===== src/hdl/multichannel_biquad_lowpass_defines.svh =====
// Assertion macros shared by the multichannel biquad low-pass block.
// Files that check their own logic include this header by its bare name.
// The macros expect clk_i and rst_ni in the including module.
`ifndef MULTICHANNEL_BIQUAD_LOWPASS_DEFINES_SVH
`define MULTICHANNEL_BIQUAD_LOWPASS_DEFINES_SVH

`ifndef SYNTHESIS
`define MBL_ASSERT(lbl, prop, msg) \
  lbl: assert property (@(posedge clk_i) disable iff (!rst_ni) prop) else $error(msg);
`define MBL_ASSERT_NEVER(lbl, cond, msg) \
  lbl: assert property (@(posedge clk_i) disable iff (!rst_ni) !(cond)) else $error(msg);
`else
`define MBL_ASSERT(lbl, prop, msg)
`define MBL_ASSERT_NEVER(lbl, cond, msg)
`endif

`endif


===== src/hdl/mbl_pkg.sv =====
// Types, constants and helper functions for the multichannel biquad low-pass block.
// Used by the stream interfaces, the register file, the controller and the datapath.
package mbl_pkg;

  localparam int SAMPLE_W   = 24;
  localparam int COEF_W     = 18;
  localparam int STATE_W    = 34;
  localparam int COUNT_W    = 4;
  localparam int CHAN_W     = 3;
  localparam int CFG_IDX_W  = 3;
  localparam int PROD_W     = COEF_W + STATE_W;
  localparam int Y16_W      = 43;
  localparam int ACC_W      = 56;
  localparam int RND_W      = 40;
  localparam int MAX_CHANNELS_DEF = 8;
  localparam logic [COUNT_W-1:0] COUNT_RESET = 4'd2;

  typedef enum logic [CFG_IDX_W-1:0] {
    REG_B0    = 3'd0,
    REG_B1    = 3'd1,
    REG_B2    = 3'd2,
    REG_A1    = 3'd3,
    REG_A2    = 3'd4,
    REG_COUNT = 3'd5
  } reg_idx_e;

  typedef struct packed {
    logic signed [COEF_W-1:0] b0;
    logic signed [COEF_W-1:0] b1;
    logic signed [COEF_W-1:0] b2;
    logic signed [COEF_W-1:0] a1;
    logic signed [COEF_W-1:0] a2;
    logic [COUNT_W-1:0]       count;
  } cfg_t;

  typedef enum logic [2:0] {
    OP_NOP,
    OP_LOAD,
    OP_ADD_Y,
    OP_ADD_S2,
    OP_LOAD_B2,
    OP_SUB_A1,
    OP_STORE_S1,
    OP_STORE_S2
  } op_e;

  typedef enum logic [2:0] {
    SEL_B0,
    SEL_B1,
    SEL_B2,
    SEL_A1,
    SEL_A2
  } mul_sel_e;

  typedef struct packed {
    op_e      op;
    logic     mul_en;
    mul_sel_e sel;
  } cmd_t;

  function automatic logic signed [STATE_W-1:0] sat34(input logic signed [RND_W-1:0] v);
    logic signed [STATE_W-1:0] r;
    if (v[RND_W-1] && !(&v[RND_W-2:STATE_W-1])) begin
      r = {1'b1, {(STATE_W-1){1'b0}}};
    end else if (!v[RND_W-1] && (|v[RND_W-2:STATE_W-1])) begin
      r = {1'b0, {(STATE_W-1){1'b1}}};
    end else begin
      r = v[STATE_W-1:0];
    end
    return r;
  endfunction

  function automatic logic signed [SAMPLE_W-1:0] sat24(input logic signed [RND_W-1:0] v);
    logic signed [SAMPLE_W-1:0] r;
    if (v[RND_W-1] && !(&v[RND_W-2:SAMPLE_W-1])) begin
      r = {1'b1, {(SAMPLE_W-1){1'b0}}};
    end else if (!v[RND_W-1] && (|v[RND_W-2:SAMPLE_W-1])) begin
      r = {1'b0, {(SAMPLE_W-1){1'b1}}};
    end else begin
      r = v[SAMPLE_W-1:0];
    end
    return r;
  endfunction

endpackage


===== src/hdl/mbl_in_if.sv =====
// Input stream interface: one signed 24-bit sample per item.
// Depends on mbl_pkg for the sample width.
interface mbl_in_if;
  import mbl_pkg::*;

  logic                       valid;
  logic                       ready;
  logic signed [SAMPLE_W-1:0] sample_in;

  modport source (output valid, output sample_in, input ready);
  modport sink (input valid, input sample_in, output ready);
endinterface


===== src/hdl/mbl_out_if.sv =====
// Output stream interface: one filtered sample and its channel index per item.
// Depends on mbl_pkg for the field widths.
interface mbl_out_if;
  import mbl_pkg::*;

  logic                       valid;
  logic                       ready;
  logic signed [SAMPLE_W-1:0] sample_out;
  logic [CHAN_W-1:0]          channel;

  modport source (output valid, output sample_out, output channel, input ready);
  modport sink (input valid, input sample_out, input channel, output ready);
endinterface


===== src/hdl/mbl_cfg.sv =====
// Configuration register file: five filter coefficients and the channel count.
// Depends on mbl_pkg for the register indexes and the cfg_t bundle.
module mbl_cfg (
  input  logic                           clk_i,
  input  logic                           rst_ni,
  input  logic                           cfg_we_i,
  input  logic [mbl_pkg::CFG_IDX_W-1:0]  cfg_index_i,
  input  logic [mbl_pkg::COEF_W-1:0]     cfg_data_i,
  output mbl_pkg::cfg_t                  cfg_o
);
  import mbl_pkg::*;

  cfg_t cfg_q;

  always_ff @(posedge clk_i or negedge rst_ni) begin
    if (!rst_ni) begin
      cfg_q.b0    <= '0;
      cfg_q.b1    <= '0;
      cfg_q.b2    <= '0;
      cfg_q.a1    <= '0;
      cfg_q.a2    <= '0;
      cfg_q.count <= COUNT_RESET;
    end else if (cfg_we_i) begin
      unique case (cfg_index_i)
        REG_B0:    cfg_q.b0    <= cfg_data_i;
        REG_B1:    cfg_q.b1    <= cfg_data_i;
        REG_B2:    cfg_q.b2    <= cfg_data_i;
        REG_A1:    cfg_q.a1    <= cfg_data_i;
        REG_A2:    cfg_q.a2    <= cfg_data_i;
        REG_COUNT: cfg_q.count <= cfg_data_i[COUNT_W-1:0];
        default:   ;
      endcase
    end
  end

  assign cfg_o = cfg_q;
endmodule


===== src/hdl/mbl_ctrl.sv =====
// Sequencer for the biquad datapath and handshake control for both streams.
// Depends on mbl_pkg for the command bundle and on the assertion macro header.
`include "multichannel_biquad_lowpass_defines.svh"

module mbl_ctrl (
  input  logic          clk_i,
  input  logic          rst_ni,
  input  logic          in_valid_i,
  output logic          in_ready_o,
  input  logic          out_ready_i,
  output logic          out_valid_o,
  output mbl_pkg::cmd_t cmd_o
);
  import mbl_pkg::*;

  typedef enum logic [2:0] {
    S_IDLE,
    S_B0,
    S_B1,
    S_B2,
    S_A1,
    S_A2,
    S_WR1,
    S_WR2
  } state_e;

  state_e state_q, state_d;
  logic   out_valid_q, out_valid_d;
  logic   slot_free;

  assign slot_free   = !out_valid_q || out_ready_i;
  assign in_ready_o  = (state_q == S_IDLE);
  assign out_valid_o = out_valid_q;

  always_comb begin
    state_d       = state_q;
    cmd_o.op      = OP_NOP;
    cmd_o.mul_en  = 1'b0;
    cmd_o.sel     = SEL_B0;
    unique case (state_q)
      S_IDLE: begin
        if (in_valid_i) begin
          cmd_o.op = OP_LOAD;
          state_d  = S_B0;
        end
      end
      S_B0: begin
        cmd_o.mul_en = 1'b1;
        cmd_o.sel    = SEL_B0;
        state_d      = S_B1;
      end
      S_B1: begin
        cmd_o.op     = OP_ADD_Y;
        cmd_o.mul_en = 1'b1;
        cmd_o.sel    = SEL_B1;
        state_d      = S_B2;
      end
      S_B2: begin
        cmd_o.op     = OP_ADD_S2;
        cmd_o.mul_en = 1'b1;
        cmd_o.sel    = SEL_B2;
        state_d      = S_A1;
      end
      S_A1: begin
        cmd_o.op     = OP_LOAD_B2;
        cmd_o.mul_en = 1'b1;
        cmd_o.sel    = SEL_A1;
        state_d      = S_A2;
      end
      S_A2: begin
        cmd_o.op     = OP_SUB_A1;
        cmd_o.mul_en = 1'b1;
        cmd_o.sel    = SEL_A2;
        state_d      = S_WR1;
      end
      S_WR1: begin
        cmd_o.op = OP_STORE_S1;
        state_d  = S_WR2;
      end
      S_WR2: begin
        if (slot_free) begin
          cmd_o.op = OP_STORE_S2;
          state_d  = S_IDLE;
        end
      end
      default: state_d = S_IDLE;
    endcase
  end

  always_comb begin
    out_valid_d = out_valid_q;
    if (cmd_o.op == OP_STORE_S2) begin
      out_valid_d = 1'b1;
    end else if (out_ready_i) begin
      out_valid_d = 1'b0;
    end
  end

  always_ff @(posedge clk_i or negedge rst_ni) begin
    if (!rst_ni) begin
      state_q     <= S_IDLE;
      out_valid_q <= 1'b0;
    end else begin
      state_q     <= state_d;
      out_valid_q <= out_valid_d;
    end
  end

  `MBL_ASSERT(a_accept_starts, (in_valid_i && in_ready_o) |=> (state_q == S_B0), "Accepted item did not start the sequence.")
  `MBL_ASSERT(a_store_sets_valid, (cmd_o.op == OP_STORE_S2) |=> out_valid_q, "Stored result was not presented.")
  `MBL_ASSERT_NEVER(a_no_overwrite, out_valid_q && !out_ready_i && (cmd_o.op == OP_STORE_S2), "Pending result overwritten.")
  `MBL_ASSERT(a_valid_from_store, $rose(out_valid_q) |-> $past(state_q == S_WR2), "Result valid without a store.")
endmodule


===== src/hdl/mbl_dp.sv =====
// Biquad datapath: channel position, per-channel delay words, one shared multiplier,
// accumulators and the output register. Depends on mbl_pkg and is driven by mbl_ctrl.
module mbl_dp #(
  parameter int MAX_CHANNELS = mbl_pkg::MAX_CHANNELS_DEF
) (
  input  logic                                clk_i,
  input  logic                                rst_ni,
  input  mbl_pkg::cmd_t                       cmd_i,
  input  mbl_pkg::cfg_t                       cfg_i,
  input  logic signed [mbl_pkg::SAMPLE_W-1:0] sample_in_i,
  output logic signed [mbl_pkg::SAMPLE_W-1:0] sample_out_o,
  output logic [mbl_pkg::CHAN_W-1:0]          channel_o
);
  import mbl_pkg::*;

  localparam int PW  = (MAX_CHANNELS > 1) ? $clog2(MAX_CHANNELS) : 1;
  localparam int CLW = ($clog2(MAX_CHANNELS + 1) > COUNT_W) ? $clog2(MAX_CHANNELS + 1) : COUNT_W;
  localparam int CW  = CLW + 1;
  localparam logic [CW-1:0] MAX_CNT = CW'(MAX_CHANNELS);

  logic [PW-1:0]               pos_q;
  logic [PW-1:0]               ch_q;
  logic signed [SAMPLE_W-1:0]  x_q;
  logic signed [STATE_W-1:0]   first_q [MAX_CHANNELS];
  logic signed [STATE_W-1:0]   second_q [MAX_CHANNELS];
  logic signed [PROD_W-1:0]    prod_q;
  logic signed [Y16_W-1:0]     y16_q;
  logic signed [STATE_W-1:0]   yf_q;
  logic signed [SAMPLE_W-1:0]  yo_q;
  logic signed [ACC_W-1:0]     acc1_q;
  logic signed [ACC_W-1:0]     acc2_q;
  logic signed [SAMPLE_W-1:0]  sample_out_q;
  logic [CHAN_W-1:0]           channel_q;

  logic [CW-1:0]               cnt;
  logic [CW-1:0]               n_eff;
  logic [CW-1:0]               pos_ext;
  logic [CW-1:0]               ch_sel;
  logic [CW-1:0]               ch_inc;
  logic [CW-1:0]               pos_next;
  logic signed [COEF_W-1:0]    mul_a;
  logic signed [STATE_W-1:0]   mul_b;
  logic signed [STATE_W-1:0]   x_ext;
  logic signed [STATE_W-1:0]   s1_rd;
  logic signed [STATE_W-1:0]   s2_rd;
  logic signed [Y16_W-1:0]     y16_sum;
  logic signed [Y16_W-1:0]     y_rnd8;
  logic signed [Y16_W-1:0]     y_rnd16;
  logic signed [ACC_W-1:0]     prod_ext;
  logic signed [ACC_W-1:0]     prod_sh8;
  logic signed [ACC_W-1:0]     acc1_rnd;
  logic signed [ACC_W-1:0]     acc2_rnd;

  always_comb begin
    cnt = {{(CW-COUNT_W){1'b0}}, cfg_i.count};
    if (cnt == '0) begin
      n_eff = CW'(1);
    end else if (cnt > MAX_CNT) begin
      n_eff = MAX_CNT;
    end else begin
      n_eff = cnt;
    end
    pos_ext  = CW'(pos_q);
    ch_sel   = (pos_ext >= n_eff) ? '0 : pos_ext;
    ch_inc   = ch_sel + CW'(1);
    pos_next = (ch_inc >= n_eff) ? '0 : ch_inc;
  end

  assign x_ext = {{(STATE_W-SAMPLE_W){x_q[SAMPLE_W-1]}}, x_q};
  assign s1_rd = first_q[ch_q];
  assign s2_rd = second_q[ch_q];

  always_comb begin
    mul_b = x_ext;
    case (cmd_i.sel)
      SEL_B0:  mul_a = cfg_i.b0;
      SEL_B1:  mul_a = cfg_i.b1;
      SEL_B2:  mul_a = cfg_i.b2;
      SEL_A1: begin
        mul_a = cfg_i.a1;
        mul_b = yf_q;
      end
      SEL_A2: begin
        mul_a = cfg_i.a2;
        mul_b = yf_q;
      end
      default: mul_a = cfg_i.b0;
    endcase
  end

  // Sample products fit in 42 bits, so the shifted copy keeps the low bits of the product.
  assign y16_sum  = {s1_rd[STATE_W-1], s1_rd, 8'b0} + prod_q[Y16_W-1:0];
  assign y_rnd8   = y16_q + Y16_W'(128);
  assign y_rnd16  = y16_q + Y16_W'(32768);
  assign prod_ext = {{(ACC_W-PROD_W){prod_q[PROD_W-1]}}, prod_q};
  assign prod_sh8 = {prod_q[ACC_W-9:0], 8'b0};
  assign acc1_rnd = acc1_q + ACC_W'(32768);
  assign acc2_rnd = acc2_q + ACC_W'(32768);

  always_ff @(posedge clk_i or negedge rst_ni) begin
    if (!rst_ni) begin
      pos_q <= '0;
      for (int i = 0; i < MAX_CHANNELS; i++) begin
        first_q[i]  <= '0;
        second_q[i] <= '0;
      end
    end else begin
      case (cmd_i.op)
        OP_LOAD:     pos_q <= pos_next[PW-1:0];
        OP_STORE_S1: first_q[ch_q] <= sat34(acc1_rnd[ACC_W-1:16]);
        OP_STORE_S2: second_q[ch_q] <= sat34(acc2_rnd[ACC_W-1:16]);
        default:     ;
      endcase
    end
  end

  always_ff @(posedge clk_i) begin
    if (cmd_i.mul_en) begin
      prod_q <= mul_a * mul_b;
    end
    case (cmd_i.op)
      OP_LOAD: begin
        x_q  <= sample_in_i;
        ch_q <= ch_sel[PW-1:0];
      end
      OP_ADD_Y: y16_q <= y16_sum;
      OP_ADD_S2: begin
        yf_q   <= sat34({{(RND_W-(Y16_W-8)){y_rnd8[Y16_W-1]}}, y_rnd8[Y16_W-1:8]});
        yo_q   <= sat24({{(RND_W-(Y16_W-16)){y_rnd16[Y16_W-1]}}, y_rnd16[Y16_W-1:16]});
        acc1_q <= {{(ACC_W-STATE_W-16){s2_rd[STATE_W-1]}}, s2_rd, 16'b0} + prod_sh8;
      end
      OP_LOAD_B2:  acc2_q <= prod_sh8;
      OP_SUB_A1:   acc1_q <= acc1_q - prod_ext;
      OP_STORE_S1: acc2_q <= acc2_q - prod_ext;
      OP_STORE_S2: begin
        sample_out_q <= yo_q;
        channel_q    <= CHAN_W'(ch_q);
      end
      default: ;
    endcase
  end

  assign sample_out_o = sample_out_q;
  assign channel_o    = channel_q;
endmodule


===== src/hdl/multichannel_biquad_lowpass.sv =====
// Multichannel biquad low-pass filter in transposed direct form II, fixed point.
// Each sample goes through one sequencer pass: the idle state that accepts it and seven
// steps that share a single 18 x 34 multiplier for the five products of the section.
// A new item is taken only when the sequencer is idle, so a sample is not accepted
// before the previous result is stored. A finished item waits in the output register
// while the next one is accepted; if that register is still full when the next result
// is due, the sequencer holds in its last step. Samples are assigned to channels in turn
// up to the configured channel count. Registers are to be written by the user only while
// the block is idle; the block itself does not enforce it. New coefficients apply from the next sample.
// Depends on mbl_pkg, the stream interfaces, mbl_cfg, mbl_ctrl and mbl_dp.
module multichannel_biquad_lowpass #(
  parameter int MAX_CHANNELS = mbl_pkg::MAX_CHANNELS_DEF
) (
  input  logic                           clk_i,
  input  logic                           rst_ni,
  mbl_in_if.sink                         in_if,
  mbl_out_if.source                      out_if,
  input  logic                           cfg_we_i,
  input  logic [mbl_pkg::CFG_IDX_W-1:0]  cfg_index_i,
  input  logic [mbl_pkg::COEF_W-1:0]     cfg_data_i
);
  import mbl_pkg::*;

  cfg_t cfg;
  cmd_t cmd;

  mbl_cfg u_cfg (
    .clk_i       (clk_i),
    .rst_ni      (rst_ni),
    .cfg_we_i    (cfg_we_i),
    .cfg_index_i (cfg_index_i),
    .cfg_data_i  (cfg_data_i),
    .cfg_o       (cfg)
  );

  mbl_ctrl u_ctrl (
    .clk_i       (clk_i),
    .rst_ni      (rst_ni),
    .in_valid_i  (in_if.valid),
    .in_ready_o  (in_if.ready),
    .out_ready_i (out_if.ready),
    .out_valid_o (out_if.valid),
    .cmd_o       (cmd)
  );

  mbl_dp #(
    .MAX_CHANNELS (MAX_CHANNELS)
  ) u_dp (
    .clk_i        (clk_i),
    .rst_ni       (rst_ni),
    .cmd_i        (cmd),
    .cfg_i        (cfg),
    .sample_in_i  (in_if.sample_in),
    .sample_out_o (out_if.sample_out),
    .channel_o    (out_if.channel)
  );
endmodule


===== src/flat_wrapper.sv =====
// flat-port wrapper written by rule: the top's interface ports become plain ports
module multichannel_biquad_lowpass_flat import mbl_pkg::*;
#(
  parameter int MAX_CHANNELS = mbl_pkg::MAX_CHANNELS_DEF
)
  (clk_i, rst_ni, cfg_we_i, cfg_index_i, cfg_data_i, in_if_valid, in_if_sample_in, in_if_ready, out_if_valid, out_if_sample_out, out_if_channel, out_if_ready);
  mbl_in_if in_if_i ();
  mbl_out_if out_if_i ();
  input  logic clk_i;
  input  logic rst_ni;
  input  logic cfg_we_i;
  input  logic [mbl_pkg::CFG_IDX_W-1:0] cfg_index_i;
  input  logic [mbl_pkg::COEF_W-1:0] cfg_data_i;
  input wire logic [$bits(in_if_i.valid)-1:0] in_if_valid;
  input wire logic [$bits(in_if_i.sample_in)-1:0] in_if_sample_in;
  output wire logic [$bits(in_if_i.ready)-1:0] in_if_ready;
  output wire logic [$bits(out_if_i.valid)-1:0] out_if_valid;
  output wire logic [$bits(out_if_i.sample_out)-1:0] out_if_sample_out;
  output wire logic [$bits(out_if_i.channel)-1:0] out_if_channel;
  input wire logic [$bits(out_if_i.ready)-1:0] out_if_ready;
  assign in_if_i.valid = in_if_valid;
  assign in_if_i.sample_in = in_if_sample_in;
  assign in_if_ready = in_if_i.ready;
  assign out_if_valid = out_if_i.valid;
  assign out_if_sample_out = out_if_i.sample_out;
  assign out_if_channel = out_if_i.channel;
  assign out_if_i.ready = out_if_ready;
  multichannel_biquad_lowpass #(.MAX_CHANNELS(MAX_CHANNELS)) u_core (.clk_i(clk_i), .rst_ni(rst_ni), .in_if(in_if_i), .out_if(out_if_i), .cfg_we_i(cfg_we_i), .cfg_index_i(cfg_index_i), .cfg_data_i(cfg_data_i));
endmodule

===== config.mk =====
export PLATFORM = sky130hd
export DESIGN_NAME = multichannel_biquad_lowpass_flat
export DESIGN_NICKNAME = d
export VERILOG_FILES = /design/src/hdl/mbl_pkg.sv /design/src/hdl/mbl_in_if.sv /design/src/hdl/mbl_out_if.sv /design/src/hdl/mbl_cfg.sv /design/src/hdl/mbl_ctrl.sv /design/src/hdl/mbl_dp.sv /design/src/hdl/multichannel_biquad_lowpass.sv /design/src/flat_wrapper.sv
export VERILOG_INCLUDE_DIRS = /design/src /design/src/hdl
export SDC_FILE = /design/constraint.sdc
export NUM_CORES = 2
export LEC_CHECK = 0
export BUFFER_PORTS_ARGS = -buffer_cell sky130_fd_sc_hd__buf_4
export CAP_MARGIN = 20
export CELL_PAD_IN_SITES_DETAIL_PLACEMENT = 1
export CELL_PAD_IN_SITES_GLOBAL_PLACEMENT = 2
export CORE_UTILIZATION = 44
export CTS_BUF_LIST = sky130_fd_sc_hd__clkbuf_4
export DETAILED_ROUTE_END_ITERATION = 8
export GPL_TIMING_DRIVEN = 1
export PLACE_DENSITY = 0.82
export SYNTH_ARGS = -nofsm -noshare
export SYNTH_HDL_FRONTEND = slang
export SYNTH_SLANG_ARGS = --single-unit

===== constraint.sdc =====
create_clock -name clk_i -period 13.95 [get_ports clk_i]
set_clock_uncertainty 0.05 [all_clocks]
set_input_delay 1.395 -clock clk_i [delete_from_list [all_inputs] [get_ports clk_i]]
set_output_delay 1.395 -clock clk_i [all_outputs]
set_load 0.01 [all_outputs]

==> metrics <==
Die Ht 403 µm; CP endpoint kind flip-flop; post-synth cell types 93; clock sinks 957; syn nets 8205; commonest cells after routing, fill and taps aside nand2_1, inv_1, dfrtp_1, fa_1, o21ai_0; sequential-to-total area share from yosys stat 36.0%; Num CTS Buffers 295; Clk Latency, worst-skew pair 1.38 ns; worst path buffer plus inverter count 7; Starting Density 44.5%; Total Routing Usage GR 31.7%; # IOs 79; largest net degree at the start of global routing 157; post-CTS setup buffers 0; leading post-synthesis cells by cell area dfrtp_1, fa_1, edfxtp_1; placed cell count 9226; core area 159000 µm²; EDFF count, synth 312; outcome completed; Post-CTS Hold Fix Bufs 0; DR WL/cell 26.4 µm; DR pass1 iterations 6; final WL 257 mm; Die W 403 µm; CTS clock-pin slew for the worst setup and hold paths 0.07 ns; Pins Over Slew Limit 0; slowest stage delay, CP 0.78 ns; commonest non-fill, non-tap cell in the layout nand2_1; total gr overflow 0; Starting DRT DRC Count 4429; final setup TNS 0 ns; via count 57500; die area 163000 µm²; synthesized area per cell 9.77 µm²; synth-to-layout area growth 9.11%; Cells after Synth 7246; Top delay family on crit path adder cells; CTS tree yes; Fmax 99.4 MHz; Max Fanout on Critical Path 47; Layout Nets 8336; Startpoint Class flip-flop; max_cap viols 0; Final ANT Viol Nets 0; Seq cells post-synth 957; Placer Congestion 0.942; vias in the first global route 61700; Final setup viols 0; IO buf count 78; Least-Margin Pin Slew 1.08 ns; Setup Crit Path Kind flip-flop to flip-flop; WP data arrival 10.98 ns; Post-Layout Cell Count 9713; initial antenna violation count 4; final design area excluding fillers 77300 µm²; Root Driver clkbuf_4; layout cells sized above 1 11.6%; cells resized by post-CTS repair 0; placed cell areas 73900 µm²; final hold viol count 0; Max clock buf depth 4; slew margin rel. 25.9%; slowest stage cell, crit path dfrtp_1; RSZ-0062 raised after global routing false; worst min-delay path class primary input to async pin; post-route clock period utilization 72.1%; leading area contributor after synthesis dfrtp_1; first-pass GRT wire length 388 mm; ys async rst share 67.4%; std cell rows 146; total of warnings raised by yosys 0; Final HPWL DP 183 mm; ys flop type dfrtp_1; Post-Syn Area 70800 µm²; Synth top area share 22.8%; Util after Layout 48.6%; DR DRC count 0; Vias per Instance 5.92; Final min period 10.06 ns; H-tree depth 5; Critical Path RT 14.87 ns
## synthesized netlist by cell type (all sizes together) (116+ instances only)
cell and instances:
a22oi 308, o21ai 555, dfrtp 644, ha 320, nor2 464, a21o 134
mux2 116, clkbuf 298, edfxtp 312, xnor2 204, xor2 133, fa 589
nand4 120, inv 783, a21oi 269, nand2 968, a22o 234
## cell families after synthesis
logic type / synth area share, %
compound gates: 16.6
flops: 36.0
mux: 2.21
buf+inv: 6.24
simple gates: 12.5
fa+ha+maj: 22.3
xor+xnor: 4.17
## layer usage
metal	track usage [%]	wire length [µm]	vias up
li1	-	-	25200
met1	42.3	111000	29900
met2	51.5	120000	1849
met3	4.97	14800	525
met4	13.3	10900	2
met5	0	16	-
## cell type report
class	instances	area, µm²
clock inverters	70	320
flip-flops and latches	957	25500
repair buffers	196	1520
diodes	7	17.5
fillers	18100	81800
clock buffers	410	3080
inverters	783	2940
multi-input cells	5144	41200
well taps	2146	2690
## per-stage QoR
step,hold WS [ns],setup slack (ns)
2_1_floorplan,0.350,3.99
3_3_place_gp,0.353,4.10
3_5_place_dp,0.356,3.96
4_1_cts,0.0513,3.84
5_1_grt,0.162,3.27
6_report,0.168,3.89
## worst register-to-register path: cells and delay by family, from the launching register on
kind                     cells  cell delay [ns]
buffers and inverters        7             1.14
AO/OA/AOI/OAI                9             2.43
flip-flops                   1             0.78
AND/OR/NAND/NOR              7             2.04
adder cells (fa/ha/maj)      7             3.21
XOR/XNOR                     1             0.09
## final timing paths
check,startpoint,to,slack [ns],cells after the start
worst min register to register,u_core.u_dp.yo_q[12],u_core.u_dp.sample_out_o[12],0.32,0
max in group asynchronous,rst_ni,u_core.u_dp.first_q[194],10.48,4
worst min-delay path,rst_ni,u_core.u_dp.second_q[147],0.17,1
min in group clk_i,in_if_sample_in[2],u_core.u_dp.x_q[2],0.23,1
worst max-delay path,u_core.u_ctrl.state_q[2],u_core.u_dp.prod_q[50],3.89,31
worst max register to register,u_core.u_ctrl.state_q[2],u_core.u_dp.prod_q[50],3.89,31
## state kept, by name, indices dropped and copies added (netlist names), 3 cells and up
name                      count
u_core.u_dp.y16_q            36
u_core.u_dp.pos_q             3
u_core.u_dp.channel_o         3
u_core.u_dp.yf_q             34
u_core.u_dp.acc2_q           56
u_core.u_dp.yo_q             24
u_core.u_dp.x_q              24
u_core.u_dp.second_q        272
u_core.u_dp.first_q         272
u_core.u_ctrl.state_q         3
u_core.u_dp.prod_q           52
u_core.u_cfg.cfg_o           94
u_core.u_dp.ch_q              3
u_core.u_dp.acc1_q           56
u_core.u_dp.sample_out_o     24
Power is left out: the tool's default activity adds up to more than one toggle a clock period on the data nets, which glitch-free logic cannot reach.
